--- src/sv/single_wire_sensor_frame_decoder_defines.svh ---
// Assertion macros for the single-wire sensor frame decoder.
// Each macro expects clk and arst_n in the scope of its use.
`ifndef SINGLE_WIRE_SENSOR_FRAME_DECODER_DEFINES_SVH
`define SINGLE_WIRE_SENSOR_FRAME_DECODER_DEFINES_SVH

// Same-cycle implication, disabled while in reset.
`define SWSFD_ASSERT_NOW(label, ante, cons, msg) \
	label: assert property (@(posedge clk) disable iff (!arst_n) (ante) |-> (cons)) \
		else $error(msg);

// Next-cycle implication, disabled while in reset.
`define SWSFD_ASSERT_NEXT(label, ante, cons, msg) \
	label: assert property (@(posedge clk) disable iff (!arst_n) (ante) |=> (cons)) \
		else $error(msg);

`endif

--- src/sv/swsfd_pkg.sv ---
`timescale 1ns / 1ps
`default_nettype none
package swsfd_pkg;

	localparam int OPCODE_W = 2;
	localparam int TIMER_W  = 16;
	localparam int ERR_W    = 3;
	localparam int WORD_W   = 16;
	localparam int BITS_W   = 40;
	localparam int COUNT_W  = 7;

	localparam logic [COUNT_W-1:0] FRAME_INTERVALS = 7'd82;

	localparam logic [TIMER_W-1:0] PRE_MIN  = 16'd60;
	localparam logic [TIMER_W-1:0] PRE_MAX  = 16'd100;
	localparam logic [TIMER_W-1:0] LOW_MIN  = 16'd35;
	localparam logic [TIMER_W-1:0] LOW_MAX  = 16'd70;
	localparam logic [TIMER_W-1:0] ZERO_MIN = 16'd10;
	localparam logic [TIMER_W-1:0] ZERO_MAX = 16'd45;
	localparam logic [TIMER_W-1:0] ONE_MIN  = 16'd55;
	localparam logic [TIMER_W-1:0] ONE_MAX  = 16'd95;

	typedef enum logic [OPCODE_W-1:0] {
		OP_START = 2'd0,
		OP_EDGE  = 2'd1,
		OP_END   = 2'd2,
		OP_NOP   = 2'd3
	} opcode_t;

	typedef enum logic [ERR_W-1:0] {
		ERR_NONE     = 3'd0,
		ERR_TYPE     = 3'd1,
		ERR_PREAMBLE = 3'd2,
		ERR_LOW      = 3'd3,
		ERR_HIGH     = 3'd4,
		ERR_SHORT    = 3'd5,
		ERR_SUM      = 3'd6
	} err_t;

endpackage
`default_nettype wire

--- src/sv/swsfd_if.sv ---
`timescale 1ns / 1ps
`default_nettype none
interface swsfd_item_if;
	logic                              valid;
	logic                              ready;
	logic [swsfd_pkg::OPCODE_W-1:0]    opcode;
	logic [swsfd_pkg::TIMER_W-1:0]     timer_value;

	modport source (output valid, opcode, timer_value, input ready);
	modport sink   (input valid, opcode, timer_value, output ready);
endinterface

interface swsfd_result_if;
	logic                              valid;
	logic                              ready;
	logic                              frame_ok;
	logic [swsfd_pkg::ERR_W-1:0]       error_code;
	logic [swsfd_pkg::WORD_W-1:0]      humidity_tenths;
	logic [swsfd_pkg::WORD_W-1:0]      temperature_tenths;

	modport source (output valid, frame_ok, error_code, humidity_tenths,
		temperature_tenths, input ready);
	modport sink   (input valid, frame_ok, error_code, humidity_tenths,
		temperature_tenths, output ready);
endinterface
`default_nettype wire

--- src/sv/single_wire_sensor_frame_decoder.sv ---
`timescale 1ns / 1ps
`default_nettype none
// Channel  | Role   | Payload                                          | Moves
// item     | sink   | opcode, timer_value                              | one event per transfer
// result   | source | frame_ok, error_code, humidity_tenths,           | one result per end item
//          |        | temperature_tenths                               |
// cfg_wr_* | write  | sensor_kind_supported                            | write on cfg_wr_en
//
// Flow: one item per cycle unless an end item stalls; each item is registered in the input
//   register, and an end item's result is then registered in the result register.
// Reset: arst_n clears frame state, both valid flags and sets sensor_kind_supported to 1.
// Stalls: only an end item waiting in the input register while the result register is still
//   full and not taken holds back the input; start and edge items never stall.
`include "single_wire_sensor_frame_decoder_defines.svh"

module single_wire_sensor_frame_decoder (
	input  wire logic        clk,
	input  wire logic        arst_n,
	input  wire logic        cfg_wr_en,
	input  wire logic        cfg_wr_data,
	swsfd_item_if.sink       item,
	swsfd_result_if.source   result
);

	// Configuration register
	logic kind_ok_q;

	// Input register (stage 1)
	logic                              valid_s1;
	swsfd_pkg::opcode_t                opcode_s1;
	logic [swsfd_pkg::TIMER_W-1:0]     timer_s1;

	// Frame state
	logic [swsfd_pkg::COUNT_W-1:0]     edge_count_q;
	logic [swsfd_pkg::TIMER_W-1:0]     last_stamp_q;
	logic                              low_ok_q;
	logic [swsfd_pkg::BITS_W-1:0]      frame_bits_q;
	swsfd_pkg::err_t                   first_error_q;

	// Next frame state
	logic [swsfd_pkg::COUNT_W-1:0]     edge_count_d;
	logic [swsfd_pkg::TIMER_W-1:0]     last_stamp_d;
	logic                              low_ok_d;
	logic [swsfd_pkg::BITS_W-1:0]      frame_bits_d;
	swsfd_pkg::err_t                   first_error_d;

	// Result register
	logic                              res_valid_q;
	logic                              res_ok_q;
	swsfd_pkg::err_t                   res_err_q;
	logic [swsfd_pkg::WORD_W-1:0]      res_hum_q;
	logic [swsfd_pkg::WORD_W-1:0]      res_temp_q;

	logic                              s1_stall;
	logic                              s1_adv;
	logic                              in_xfer;
	logic                              emit;
	logic [swsfd_pkg::TIMER_W-1:0]     gap;
	logic                              gap_pre;
	logic                              gap_low;
	logic                              gap_zero;
	logic                              gap_one;
	logic [7:0]                        b0, b1, b2, b3, b4;
	logic [9:0]                        byte_sum;
	swsfd_pkg::err_t                   err_now;

	// Handshake: stall only an end item that has nowhere to put its result
	assign s1_stall = valid_s1 && (opcode_s1 == swsfd_pkg::OP_END) &&
		res_valid_q && !result.ready;
	assign s1_adv   = valid_s1 && !s1_stall;
	assign item.ready = !s1_stall;
	assign in_xfer  = item.valid && item.ready;
	assign emit     = s1_adv && (opcode_s1 == swsfd_pkg::OP_END);

	always_ff @(posedge clk or negedge arst_n) begin
		if (!arst_n) begin
			kind_ok_q <= 1'b1;
		end else if (cfg_wr_en) begin
			kind_ok_q <= cfg_wr_data;
		end
	end

	always_ff @(posedge clk or negedge arst_n) begin
		if (!arst_n) begin
			valid_s1 <= 1'b0;
		end else if (!s1_stall) begin
			valid_s1 <= item.valid;
		end
	end

	// Input payload: hold while stalled, capture on transfer
	always_ff @(posedge clk) begin
		if (in_xfer) begin
			opcode_s1 <= swsfd_pkg::opcode_t'(item.opcode);
			timer_s1  <= item.timer_value;
		end
	end

	// Interval since the last stamp, modulo the timer width
	assign gap      = timer_s1 - last_stamp_q;
	assign gap_pre  = (gap >= swsfd_pkg::PRE_MIN)  && (gap <= swsfd_pkg::PRE_MAX);
	assign gap_low  = (gap >= swsfd_pkg::LOW_MIN)  && (gap <= swsfd_pkg::LOW_MAX);
	assign gap_zero = (gap >= swsfd_pkg::ZERO_MIN) && (gap <= swsfd_pkg::ZERO_MAX);
	assign gap_one  = (gap >= swsfd_pkg::ONE_MIN)  && (gap <= swsfd_pkg::ONE_MAX);

	// Next frame state for the item in stage 1
	always_comb begin
		edge_count_d  = edge_count_q;
		last_stamp_d  = last_stamp_q;
		low_ok_d      = low_ok_q;
		frame_bits_d  = frame_bits_q;
		first_error_d = first_error_q;
		case (opcode_s1)
			swsfd_pkg::OP_START: begin
				edge_count_d  = '0;
				last_stamp_d  = '0;
				low_ok_d      = 1'b0;
				frame_bits_d  = '0;
				first_error_d = swsfd_pkg::ERR_NONE;
			end
			swsfd_pkg::OP_EDGE: begin
				// Drop edges once the frame holds all its intervals
				if (edge_count_q < swsfd_pkg::FRAME_INTERVALS) begin
					last_stamp_d = timer_s1;
					edge_count_d = edge_count_q + 7'd1;
					if (edge_count_q < 7'd2) begin
						// Preamble interval
						if (!gap_pre && first_error_q == swsfd_pkg::ERR_NONE) begin
							first_error_d = swsfd_pkg::ERR_PREAMBLE;
						end
					end else if (!edge_count_q[0]) begin
						// Low phase of a bit
						low_ok_d = gap_low;
						if (!gap_low && first_error_q == swsfd_pkg::ERR_NONE) begin
							first_error_d = swsfd_pkg::ERR_LOW;
						end
					end else if (low_ok_q) begin
						// High phase: width selects the bit value
						if (gap_zero) begin
							frame_bits_d = {frame_bits_q[swsfd_pkg::BITS_W-2:0], 1'b0};
						end else if (gap_one) begin
							frame_bits_d = {frame_bits_q[swsfd_pkg::BITS_W-2:0], 1'b1};
						end else if (first_error_q == swsfd_pkg::ERR_NONE) begin
							first_error_d = swsfd_pkg::ERR_HIGH;
						end
					end
				end
			end
			default: begin
			end
		endcase
	end

	always_ff @(posedge clk or negedge arst_n) begin
		if (!arst_n) begin
			edge_count_q  <= '0;
			last_stamp_q  <= '0;
			low_ok_q      <= 1'b0;
			frame_bits_q  <= '0;
			first_error_q <= swsfd_pkg::ERR_NONE;
		end else if (s1_adv) begin
			edge_count_q  <= edge_count_d;
			last_stamp_q  <= last_stamp_d;
			low_ok_q      <= low_ok_d;
			frame_bits_q  <= frame_bits_d;
			first_error_q <= first_error_d;
		end
	end

	// Frame bytes, first received byte in the top bits
	assign b0 = frame_bits_q[39:32];
	assign b1 = frame_bits_q[31:24];
	assign b2 = frame_bits_q[23:16];
	assign b3 = frame_bits_q[15:8];
	assign b4 = frame_bits_q[7:0];
	assign byte_sum = {2'b00, b0} + {2'b00, b1} + {2'b00, b2} + {2'b00, b3};

	// Error priority: sensor type, first interval error, short frame, checksum
	always_comb begin
		if (!kind_ok_q) begin
			err_now = swsfd_pkg::ERR_TYPE;
		end else if (first_error_q != swsfd_pkg::ERR_NONE) begin
			err_now = first_error_q;
		end else if (edge_count_q < swsfd_pkg::FRAME_INTERVALS) begin
			err_now = swsfd_pkg::ERR_SHORT;
		end else if (byte_sum[7:0] != b4) begin
			err_now = swsfd_pkg::ERR_SUM;
		end else begin
			err_now = swsfd_pkg::ERR_NONE;
		end
	end

	always_ff @(posedge clk or negedge arst_n) begin
		if (!arst_n) begin
			res_valid_q <= 1'b0;
		end else if (emit) begin
			res_valid_q <= 1'b1;
		end else if (result.ready) begin
			res_valid_q <= 1'b0;
		end
	end

	// Result payload: words only on a good frame, zero otherwise
	always_ff @(posedge clk) begin
		if (emit) begin
			res_err_q <= err_now;
			if (err_now == swsfd_pkg::ERR_NONE) begin
				res_ok_q   <= 1'b1;
				res_hum_q  <= {b0, b1};
				res_temp_q <= {b2, b3};
			end else begin
				res_ok_q   <= 1'b0;
				res_hum_q  <= '0;
				res_temp_q <= '0;
			end
		end
	end

	assign result.valid              = res_valid_q;
	assign result.frame_ok           = res_ok_q;
	assign result.error_code         = res_err_q;
	assign result.humidity_tenths    = res_hum_q;
	assign result.temperature_tenths = res_temp_q;

	`SWSFD_ASSERT_NOW(a_count_bound, 1'b1, edge_count_q <= swsfd_pkg::FRAME_INTERVALS, "edge count past frame length")
	`SWSFD_ASSERT_NOW(a_ok_no_err, result.valid && result.frame_ok, result.error_code == swsfd_pkg::ERR_NONE, "good frame carries an error")
	`SWSFD_ASSERT_NOW(a_fail_has_err, result.valid && !result.frame_ok, result.error_code != swsfd_pkg::ERR_NONE, "failed frame without error code")
	`SWSFD_ASSERT_NEXT(a_start_clears, s1_adv && opcode_s1 == swsfd_pkg::OP_START, edge_count_q == '0 && first_error_q == swsfd_pkg::ERR_NONE, "start did not clear frame")
	`SWSFD_ASSERT_NEXT(a_err_sticky, first_error_q != swsfd_pkg::ERR_NONE && !(s1_adv && opcode_s1 == swsfd_pkg::OP_START), first_error_q == $past(first_error_q), "first error overwritten")

endmodule
`default_nettype wire

--- src/flat_wrapper.sv ---
// flat-port wrapper written by rule: the top's interface ports become plain ports
module single_wire_sensor_frame_decoder_flat 
  (clk, arst_n, cfg_wr_en, cfg_wr_data, item_valid, item_opcode, item_timer_value, item_ready, result_valid, result_frame_ok, result_error_code, result_humidity_tenths, result_temperature_tenths, result_ready);
  swsfd_item_if item_i ();
  swsfd_result_if result_i ();
  input  wire logic clk;
  input  wire logic arst_n;
  input  wire logic cfg_wr_en;
  input  wire logic cfg_wr_data;
  input wire logic [$bits(item_i.valid)-1:0] item_valid;
  input wire logic [$bits(item_i.opcode)-1:0] item_opcode;
  input wire logic [$bits(item_i.timer_value)-1:0] item_timer_value;
  output wire logic [$bits(item_i.ready)-1:0] item_ready;
  output wire logic [$bits(result_i.valid)-1:0] result_valid;
  output wire logic [$bits(result_i.frame_ok)-1:0] result_frame_ok;
  output wire logic [$bits(result_i.error_code)-1:0] result_error_code;
  output wire logic [$bits(result_i.humidity_tenths)-1:0] result_humidity_tenths;
  output wire logic [$bits(result_i.temperature_tenths)-1:0] result_temperature_tenths;
  input wire logic [$bits(result_i.ready)-1:0] result_ready;
  assign item_i.valid = item_valid;
  assign item_i.opcode = item_opcode;
  assign item_i.timer_value = item_timer_value;
  assign item_ready = item_i.ready;
  assign result_valid = result_i.valid;
  assign result_frame_ok = result_i.frame_ok;
  assign result_error_code = result_i.error_code;
  assign result_humidity_tenths = result_i.humidity_tenths;
  assign result_temperature_tenths = result_i.temperature_tenths;
  assign result_i.ready = result_ready;
  single_wire_sensor_frame_decoder u_core (.clk(clk), .arst_n(arst_n), .cfg_wr_en(cfg_wr_en), .cfg_wr_data(cfg_wr_data), .item(item_i), .result(result_i));
endmodule
--- config.mk ---
export PLATFORM = sky130hd
export DESIGN_NAME = single_wire_sensor_frame_decoder_flat
export DESIGN_NICKNAME = d
export VERILOG_FILES = /design/src/sv/swsfd_pkg.sv /design/src/sv/swsfd_if.sv /design/src/sv/single_wire_sensor_frame_decoder.sv /design/src/flat_wrapper.sv
export VERILOG_INCLUDE_DIRS = /design/src /design/src/sv
export SDC_FILE = /design/constraint.sdc
export NUM_CORES = 1
export LEC_CHECK = 0
export ABC_AREA = 0
export BUFFER_PORTS_ARGS = -buffer_cell sky130_fd_sc_hd__buf_2
export CAP_MARGIN = 5
export CORE_ASPECT_RATIO = 1.25
export CORE_MARGIN = 1
export CORE_UTILIZATION = 40
export DETAILED_ROUTE_END_ITERATION = 12
export PLACE_DENSITY_LB_ADDON = 0.12
export SETUP_SLACK_MARGIN = 0.5
export SLEW_MARGIN = 20
export SYNTH_ARGS = -nofsm -noshare
export SYNTH_HDL_FRONTEND = slang
export SYNTH_SLANG_ARGS = --single-unit
--- constraint.sdc ---
create_clock -name clk -period 3.8 [get_ports clk]
set_clock_uncertainty 0.15 [all_clocks]
set_input_delay 0.19 -clock clk [delete_from_list [all_inputs] [get_ports clk]]
set_output_delay 0.19 -clock clk [all_outputs]
set_load 0.05 [all_outputs]
==> results_dict.tcl, run 1 <==
set metrics [dict create \
    status "complete, but fails checks" \
    violations "negative setup slack" \
    cap_violations 0 \
    synthFlopType "dfrtp_1" \
    critical_path_arrival_ns 3.97 \
    p_leak_uw 0.00369 \
    drt-initial-drc-count 184 \
    critPathKind "reg -> reg" \
    synthArstFlopShare_pct 56.5 \
    cts_made_buffers 17 \
    totalWireLength_microns 15200 \
    ys_types 63 \
    netlist.area_leader.share_pct 26.9 \
    grt_pass1_wl_microns 24800 \
    netlist_area_sq_um 6430 \
    met1_usage_pct 20.6 \
    std_cell_rows 51 \
    wl_per_cell_microns 16.5 \
    htreeDepth 4 \
    die_area_sq_um 16600 \
    hold_viol_final 0 \
    dieHeight_microns 144 \
    slew_headroom_pct 36.9 \
    fin_crit_sh_pct 101 \
    yosysTopAreaCell "dfrtp_1" \
    final_net_count 758 \
    dpl.hpwl_microns 9760 \
    rsz0062_at_grt "true" \
    num_vias 4820 \
    yosys_warnings 0 \
    grt_use_total_pct 20.0 \
    final.fill_count 1323 \
    start_kind "register" \
    setup_tns_ns -0.570 \
    drt-pass1-iter-count 4 \
    clk_latency_ns 0.42 \
    fmax_mhz 261 \
    hp-class "in -> async" \
    port-buffer-count 61 \
    finalSetupViolCount 32 \
    core_area_sq_um 15600 \
    crit_path_end_kind "register" \
    final_common_cell "dfrtp_1" \
    fin_ws_ns -0.0363 \
    gp_congestion 0.833 \
    slew_viol_final 0 \
    avgSynthCellArea_sq_um 11.5 \
    grt_pass1_vias 4976 \
    viasPerCell 5.23 \
    worstPathCellList "fa_1, fa_1, ha_1, a21o_1, a21oi_2, o21bai_1, a21oi_1, xnor2_1, nor4_2, a21oi_2, nor4_4, buf_12, and2_1" \
    finalCriticalPeriod_ns 3.84 \
    overflow 0 \
    ys_seq_area_share_pct 52.5 \
    cts_tree "done" \
    cts_root_buf "clkbuf_16" \
    yosys-top-cells-area "dfrtp_1 27%, edfxtp_1 25%, a22o_1 5.6%" \
    cts.clk_slew.worst_paths_ns 0.06 \
    syn_nets 619 \
    final_cell_mix "69 x dfrtp_1, 61 x buf_2, 54 x edfxtp_1, 41 x a22o_1, 40 x inv_1" \
    globalRouteMet2Util_pct 37.3 \
    ys_ff_latch 124 \
    postSynthCellCount 557 \
    clock_path_buffers 2 \
    required_ns 3.94 \
    grt_use_met3_pct 4.26 \
    grt_max_degree 37 \
    diodes 0 \
    crit_slowest_cell "fa_1" \
    antenna_found_initial 0 \
    chipWidth_microns 115 \
    ir_drop_mv 0.282 \
    cts.sinks 124 \
    dp_worst_setup_slack_ns -0.132 \
    initial_core_util_pct 41.1 \
    crit_fanout 33 \
    ant_nets 0 \
    totalPowerFinal_uw 3690 \
    io_pins 62 \
    worst_pin_slew_ns 0.945 \
    grt-busiest-layer "met2" \
    synth-edff-count 54 \
    drc 0 \
    area_growth_syn_to_layout_pct 34.2 \
    cpPeakStageDelay_ns 0.58 \
    drive_gt1_share_pct 27.4 \
    power_density_nw_per_um2 427 \
]
[final cells by class]
class / count / area [sq um] / share of cell area [%]
flip-flops and latches: 124 / 3370 / 39.1
multi-input cells: 370 / 3000 / 34.7
repair buffers: 140 / 1240 / 14.3
clock buffers: 20 / 457 / 5.29
well taps: 212 / 265 / 3.07
inverters: 43 / 161 / 1.87
clock inverters: 12 / 140 / 1.62
[worst max-delay path: cells and delay by family (launching register included)]
kind | cells | cell delay (ns)
adder cells (fa/ha/maj) | 3 | 1.36
AND/OR/NAND/NOR | 3 | 0.79
AO/OA/AOI/OAI | 5 | 0.71
flip-flops | 1 | 0.40
buffers and inverters | 1 | 0.20
XOR/XNOR | 1 | 0.10
[cell usage after synthesis, types with 3 or more instances]
master / number
inv_1: 43
edfxtp_1: 54
o21bai_1: 5
ha_1: 23
o21a_1: 4
buf_2: 3
and2_1: 32
buf_6: 4
nand4_1: 3
o21ai_0: 32
or3_1: 5
dfrtp_1: 69
a22o_1: 41
fa_1: 15
clkbuf_1: 12
a21o_1: 10
xor2_1: 11
nor4_1: 5
nand2_1: 29
nor2b_1: 7
nand2b_1: 7
o211ai_1: 3
a211oi_1: 3
and3_1: 3
nor2_1: 22
nand3_1: 21
a21oi_1: 21
nor3_1: 3
xnor2_1: 22
[registers in the layout, summed over array words and instances, names as in the netlist]
register                          flops
u_core.result.temperature_tenths     16
u_core.last_stamp_q                  16
u_core.result.error_code              3
u_core.result.frame_ok                1
u_core.low_ok_q                       1
u_core.opcode_s1                      2
u_core.timer_s1                      16
u_core.result.humidity_tenths        16
u_core.first_error_q                  3
u_core.edge_count_q                   7
u_core.kind_ok_q                      1
u_core.valid_s1                       1
u_core.frame_bits_q                  40
u_core.result.valid                   1
[worst paths after layout]
check	startpoint	to	slack, ns	depth (start not counted)
worst max-delay path	u_core.frame_bits_q[26]$_DFFE_PN0P_	u_core.result.humidity_tenths[2]$_SDFFCE_PN0P_	-0.04	13
worst min-delay path	arst_n	u_core.last_stamp_q[12]$_DFFE_PN0P_	0.09	2
worst max register to register	u_core.frame_bits_q[26]$_DFFE_PN0P_	u_core.result.humidity_tenths[2]$_SDFFCE_PN0P_	-0.04	13
worst min register to register	u_core.timer_s1[6]$_DFFE_PP_	u_core.last_stamp_q[6]$_DFFE_PN0P_	0.37	2
max in group asynchronous	arst_n	u_core.edge_count_q[1]$_DFFE_PN0P_	2.59	3
min in group clk	item_timer_value[12]	u_core.timer_s1[12]$_DFFE_PP_	0.33	2
[through the flow]
stage,hold WS (ns),instances,instance area [sq um],util (%)
final,0.0852,921,8630,55.2
after global routing,0.0976,921,8630,55.2
after CTS,0.0955,913,8500,54.4
after detailed placement,-0.00267,833,7160,45.8
after global placement,-0.0137,833,7160,45.8
after floorplan,-0.256,557,6470,-
[kinds of logic (layout without fill, tap and decap cells)]
kind of cell	count (synthesis)	after routing	synth area share, %
AOI/OAI and AO/OA	145	145	16.5
xor gates and xnor gates	33	33	4.49
adders and majority gates	38	38	9.15
buffers and inverters	63	215	4.20
DFF	124	124	52.5
muxes	3	3	0.486
and+or+nand+nor	151	151	12.7
[timing repair]
action / 4_1_cts / 5_1_grt
pin swaps: 15 / 25
resized for setup: 35 / 14
hold endpoints to repair: 35 / 0
hold buffers: 23 / 0
gates cloned: 8 / 1
buffers inserted: 17 / 7
setup endpoints to repair: 78 / 78
[power breakdown]
group / internal [uW] / switching, uW / total (uW)
combinational: 239 / 367 / 605
clock: 1000 / 604 / 1610
sequential: 1450 / 26.1 / 1480
[routing by layer]
metal	wire length (microns)	part of all wire [%]
met4	623	4.1
met5	0	0
met1	5700	38
met3	442	2.9
met2	8420	55
Note: power is estimated with default switching activity, not from simulation.
==> run 2: changes to the inputs <==
--- a/config.mk
+++ b/config.mk
@@ -12,6 +12,7 @@
 export CORE_ASPECT_RATIO = 1.25
 export CORE_MARGIN = 1
 export CORE_UTILIZATION = 40
+export CTS_BUF_LIST = sky130_fd_sc_hd__clkbuf_4
 export DETAILED_ROUTE_END_ITERATION = 12
 export PLACE_DENSITY_LB_ADDON = 0.12
 export SETUP_SLACK_MARGIN = 0.5
==> results_dict.tcl, run 2 (synthesis gave the netlist of run 1 again) <==
set metrics [dict create \
    status "complete, but fails checks" \
    violations "negative setup slack" \
    worst_pin_slew_ns 0.954 \
    p_sw_uw 914 \
    clk_latency_ns 0.54 \
    multi_input_area_sq_um 3040 \
    final_common_cell "dfrtp_1" \
    comb_power_share_pct 20.8 \
    wl_per_cell_microns 16.2 \
    overflow 0 \
    rsz0062_at_grt "true" \
    area_growth_syn_to_layout_pct 29.3 \
    num_vias 4752 \
    p_leak_uw 0.00354 \
    grt_use_total_pct 19.5 \
    fin_ws_ns -0.0783 \
    drt-pass1-iter-count 4 \
    critical_path_arrival_ns 4.14 \
    dp_worst_setup_slack_ns -0.132 \
    grt_pass1_wl_microns 24200 \
    totalPowerFinal_uw 3010 \
    drc 0 \
    grt_pass1_vias 4848 \
    grt_max_degree 37 \
    largest_reg_flops 40 \
    dieHeight_microns 144 \
    seqPwrFrac_pct 48.9 \
    drt-initial-drc-count 250 \
    core_area_sq_um 15600 \
    htreeDepth 4 \
    die_area_sq_um 16600 \
    final.fill_count 1379 \
    totalWireLength_microns 14800 \
    ant_nets 0 \
    regMostFlops "u_core.frame_bits_q" \
    antenna_found_initial 1 \
    fin_crit_sh_pct 102 \
    power_density_nw_per_um2 362 \
    cts.clk_slew.worst_paths_ns 0.12 \
    p_clk_share_pct 30.3 \
    cts_tree "done" \
    chipWidth_microns 115 \
    slew_headroom_pct 36.3 \
    gp_congestion 0.833 \
    final_net_count 751 \
    port-buffer-count 61 \
    fin_util_pct 53.2 \
    io_pins 62 \
    hold_viol_final 0 \
    finalCriticalPeriod_ns 3.88 \
    std_cell_rows 51 \
    finalSetupViolCount 32 \
    start_kind "register" \
    crit_fanout 33 \
    cap_violations 0 \
    ff_latch_area_sq_um 3370 \
    final_cell_mix "69 x dfrtp_1, 61 x buf_2, 54 x edfxtp_1, 41 x a22o_1, 40 x inv_1" \
    initial_core_util_pct 41.1 \
    cts_made_buffers 17 \
    drive_gt1_share_pct 26.1 \
    critPathKind "reg -> reg" \
    fmax_mhz 258 \
    slew_viol_final 0 \
    p_int_uw 2100 \
    viasPerCell 5.19 \
    crit_path_end_kind "register" \
    cts.sinks 124 \
    dpl.hpwl_microns 9760 \
    hp-class "in -> async" \
    required_ns 4.06 \
    ir_drop_mv 0.221 \
    switching_share_pct 30.4 \
    clock_path_buffers 2 \
    cts_root_buf "clkbuf_4" \
]
==> run 2: per-stage QoR <==
| stage | cell area, sq um | hold slack, ns | setup TNS [ns] | std cells |
|---|---|---|---|---|
| 2_1_floorplan | 6470 | -0.256 | 0 | 557 |
| 3_3_place_gp | 7160 | -0.0137 | 0 | 833 |
| 3_5_place_dp | 7160 | -0.00267 | -3.45 | 833 |
| 4_1_cts | 8190 | 0.0422 | -1.83 | 912 |
| 5_1_grt | 8310 | 0.0587 | -6.73 | 915 |
| 6_report | 8310 | 0.0800 | -1.72 | 915 |
==> run 2: routing by layer <==
| layer | vias to the layer above | GRT usage, % | wire (microns) |
|---|---|---|---|
| met2 | 110 | 35.6 | 8110 |
| li1 | 2292 | - | - |
| met4 | 0 | 11.1 | 616 |
| met3 | 44 | 4.43 | 439 |
| met1 | 2306 | 20.3 | 5610 |
| met5 | - | 0 | 0 |
==> run 2: repair_timing <==
action,CTS,global route
hold endpoints to repair,90,0
pin swaps,39,16
endpoints found under the setup margin,78,78
buffers inserted,15,2
hold buffers,24,0
cloned,8,0
resized for setup,32,16
==> run 2: worst max-delay path: stages (launching register included) <==
cell and delay (ns):
dfrtp_1 0.42, fa_1 0.58, fa_1 0.45, ha_1 0.32
a21o_1 0.19, a21oi_2 0.15, o21bai_1 0.08, a21oi_1 0.15
xnor2_1 0.10, nor4_2 0.32, a21oi_2 0.13, nor4_4 0.33
buf_12 0.20, and2_1 0.15
==> run 2: final timing paths <==
check	startpoint	to	slack [ns]	cells after the start
worst max register to register	u_core.frame_bits_q[26]$_DFFE_PN0P_	u_core.result.temperature_tenths[2]$_SDFFCE_PN0P_	-0.08	13
worst min-delay path	arst_n	u_core.frame_bits_q[21]$_DFFE_PN0P_	0.08	3
worst max-delay path	u_core.frame_bits_q[26]$_DFFE_PN0P_	u_core.result.temperature_tenths[2]$_SDFFCE_PN0P_	-0.08	13
max in group asynchronous	arst_n	u_core.last_stamp_q[2]$_DFFE_PN0P_	2.38	3
worst min register to register	u_core.last_stamp_q[15]$_DFFE_PN0P_	u_core.last_stamp_q[15]$_DFFE_PN0P_	0.36	2
min in group clk	item_timer_value[12]	u_core.timer_s1[12]$_DFFE_PP_	0.20	2
==> run 2: layout make-up <==
cell class	instances	share of cell area, %
Sequential cell	124	40.6
Multi-Input combinational cell	370	36.5
Timing Repair Buffer	133	14.3
Tap cell	212	3.19
Inverter	43	1.94
Clock inverter	14	1.78
Clock buffer	18	1.63
Antenna cell	1	0.0301
==> run 2: power groups by stage <==
stage | combinational (uW) | clock, uW | sequential, uW
after floorplan | 314 | 0 | 1550
after global placement | 485 | 0 | 1500
after detailed placement | 494 | 0 | 1500
after CTS | 596 | 951 | 1470
after global routing | 683 | 1000 | 1480
final | 625 | 912 | 1470
==> run 3: changes to the inputs <==
==> constraint.sdc (replaced) <==
create_clock -name clk -period 3.8 [get_ports clk]
set_clock_uncertainty 0.15 [all_clocks]
set_input_delay 0.76 -clock clk [delete_from_list [all_inputs] [get_ports clk]]
set_output_delay 0.76 -clock clk [all_outputs]
set_load 0.05 [all_outputs]
==> results_dict.tcl, run 3 (synthesis gave the netlist of run 1 again) <==
set metrics [dict create \
    hp-class "in -> async" \
    violations "negative setup slack" \
    antenna_found_initial 1 \
    critPathKind "reg -> reg" \
    ant_nets 0 \
    p_leak_uw 0.00354 \
    start_kind "register" \
    overflow 0 \
    rsz0062_at_grt "true" \
    status "complete, but fails checks" \
    dpl.hpwl_microns 9650 \
    std_cell_rows 51 \
    final.fill_count 1389 \
    final_common_cell "dfrtp_1" \
    viasPerCell 5.25 \
    final_net_count 737 \
    wl_met3_microns 413 \
    totalWireLength_microns 14300 \
    die_area_sq_um 16600 \
    wl_per_cell_microns 15.9 \
    power_density_nw_per_um2 378 \
    drive_gt1_share_pct 28.9 \
    cts_made_buffers 17 \
    finalSetupViolCount 35 \
    required_ns 4.06 \
    largest_reg_flops 40 \
    worst_pin_slew_ns 0.973 \
    critical_path_arrival_ns 4.24 \
    drc 0 \
    cts_root_buf "clkbuf_4" \
    dieHeight_microns 144 \
    cap_violations 0 \
    slew_headroom_pct 35.0 \
    fin_ws_ns -0.180 \
    num_vias 4734 \
    ir_drop_mv 0.189 \
    cts.clk_slew.worst_paths_ns 0.12 \
    regMostFlops "u_core.frame_bits_q" \
    detail_route.wirelength.met1_microns 5370 \
    port-buffer-count 61 \
    grt_pass1_wl_microns 23700 \
    fmax_mhz 251 \
    drt-pass1-iter-count 6 \
    clock_path_buffers 2 \
    fin_util_pct 52.7 \
    crit_path_end_kind "register" \
    dp_worst_setup_slack_ns -0.0720 \
    gp_congestion 0.865 \
    crit_fanout 16 \
    drt-initial-drc-count 290 \
    grt_use_total_pct 19.0 \
    cts_tree "done" \
    hold_viol_final 0 \
    finalCriticalPeriod_ns 3.98 \
    grt_max_degree 37 \
    initial_core_util_pct 41.1 \
    io_pins 62 \
    final_cell_mix "69 x dfrtp_1, 61 x buf_2, 54 x edfxtp_1, 41 x a22o_1, 39 x inv_1" \
    chipWidth_microns 115 \
    htreeDepth 4 \
    hold_slack_ns 0.0970 \
    wl_met2_microns 7980 \
    highest_layer "met4" \
    slew_viol_final 0 \
    cts_hold_buffers 0 \
    fin_crit_sh_pct 105 \
    core_area_sq_um 15600 \
    grt_pass1_vias 4809 \
    clk_latency_ns 0.54 \
    cts.sinks 124 \
    area_growth_syn_to_layout_pct 28.2 \
]
==> run 3: cell count changes in the layout (fill, tap and decap cells not counted), sizes merged <==
cell         change
bufinv           +2
buf              +8
clkinv           -1
clkbuf           +2
inv              +2
clkinvlp         -3
dlygate4sd3     -24
==> run 3: metal layers <==
layer / track usage [%] / vias up
li1: - / 2261
met1: 19.9 / 2315
met2: 34.4 / 117
met3: 4.47 / 41
met4: 10.6 / 0
met5: 0 / -
==> run 3: per-stage QoR <==
stage | std cells | total power (uW) | TNS (ns) | instance area [sq um]
after floorplan | 557 | 1860 | 0 | 6470
after global placement | 833 | 1980 | 0 | 7160
final | 901 | 3120 | -5.26 | 8240
after detailed placement | 833 | 1990 | -1.85 | 7160
after global routing | 901 | 3280 | -10.98 | 8240
after CTS | 893 | 3130 | -2.39 | 8080
==> run 3: area by class of cell <==
class                   instances  area [sq um]  share of cell area [%]
diodes                          1          2.50                  0.0304
well taps                     212           265                    3.22
multi-input cells             370          2980                    36.2
clock inverters                14           191                    2.32
flip-flops and latches        124          3370                    40.9
clock buffers                  18           135                    1.64
inverters                      43           161                    1.96
repair buffers                119          1130                    13.7
==> run 3: final timing paths <==
| check | from | to | slack (ns) | cells after the start |
|---|---|---|---|---|
| setup reg to reg | u_core.frame_bits_q[8]$_DFFE_PN0P_ | u_core.result.humidity_tenths[12]$_SDFFCE_PN0P_ | -0.18 | 16 |
| min in group clk | item_timer_value[12] | u_core.timer_s1[12]$_DFFE_PP_ | 0.24 | 1 |
| setup / recovery | u_core.frame_bits_q[8]$_DFFE_PN0P_ | u_core.result.humidity_tenths[12]$_SDFFCE_PN0P_ | -0.18 | 16 |
| hold reg to reg | u_core.last_stamp_q[15]$_DFFE_PN0P_ | u_core.last_stamp_q[15]$_DFFE_PN0P_ | 0.36 | 2 |
| max in group asynchronous | arst_n | u_core.frame_bits_q[2]$_DFFE_PN0P_ | 2.59 | 2 |
| hold / removal | arst_n | u_core.last_stamp_q[12]$_DFFE_PN0P_ | 0.1 | 1 |
==> run 3: worst max-delay path: stages (launching register included) <==
cell       delay (ns)
dfrtp_1          0.44
fa_1             0.48
fa_1             0.56
ha_2             0.19
inv_2            0.04
fa_2             0.36
inv_2            0.06
a21oi_1          0.06
o21bai_1         0.19
buf_4            0.15
xnor2_1          0.07
nor4_2           0.26
a21oi_2          0.12
nor4_4           0.27
buf_6            0.17
clkbuf_16        0.16
and2_1           0.13
==> run 3: what timing repair did <==
item	in CTS	in global routing
pin swaps	34	26
resized for setup	29	16
setup endpoints to repair	78	78
gates cloned	9	2
buffers inserted	19	5
==> run 3: power by group <==
part | switching, uW | total (uW) | internal (uW)
Clock | 515 | 1050 | 532
Sequential | 24.7 | 1470 | 1450
Combinational | 362 | 600 | 238
Total | 902 | 3120 | 2220
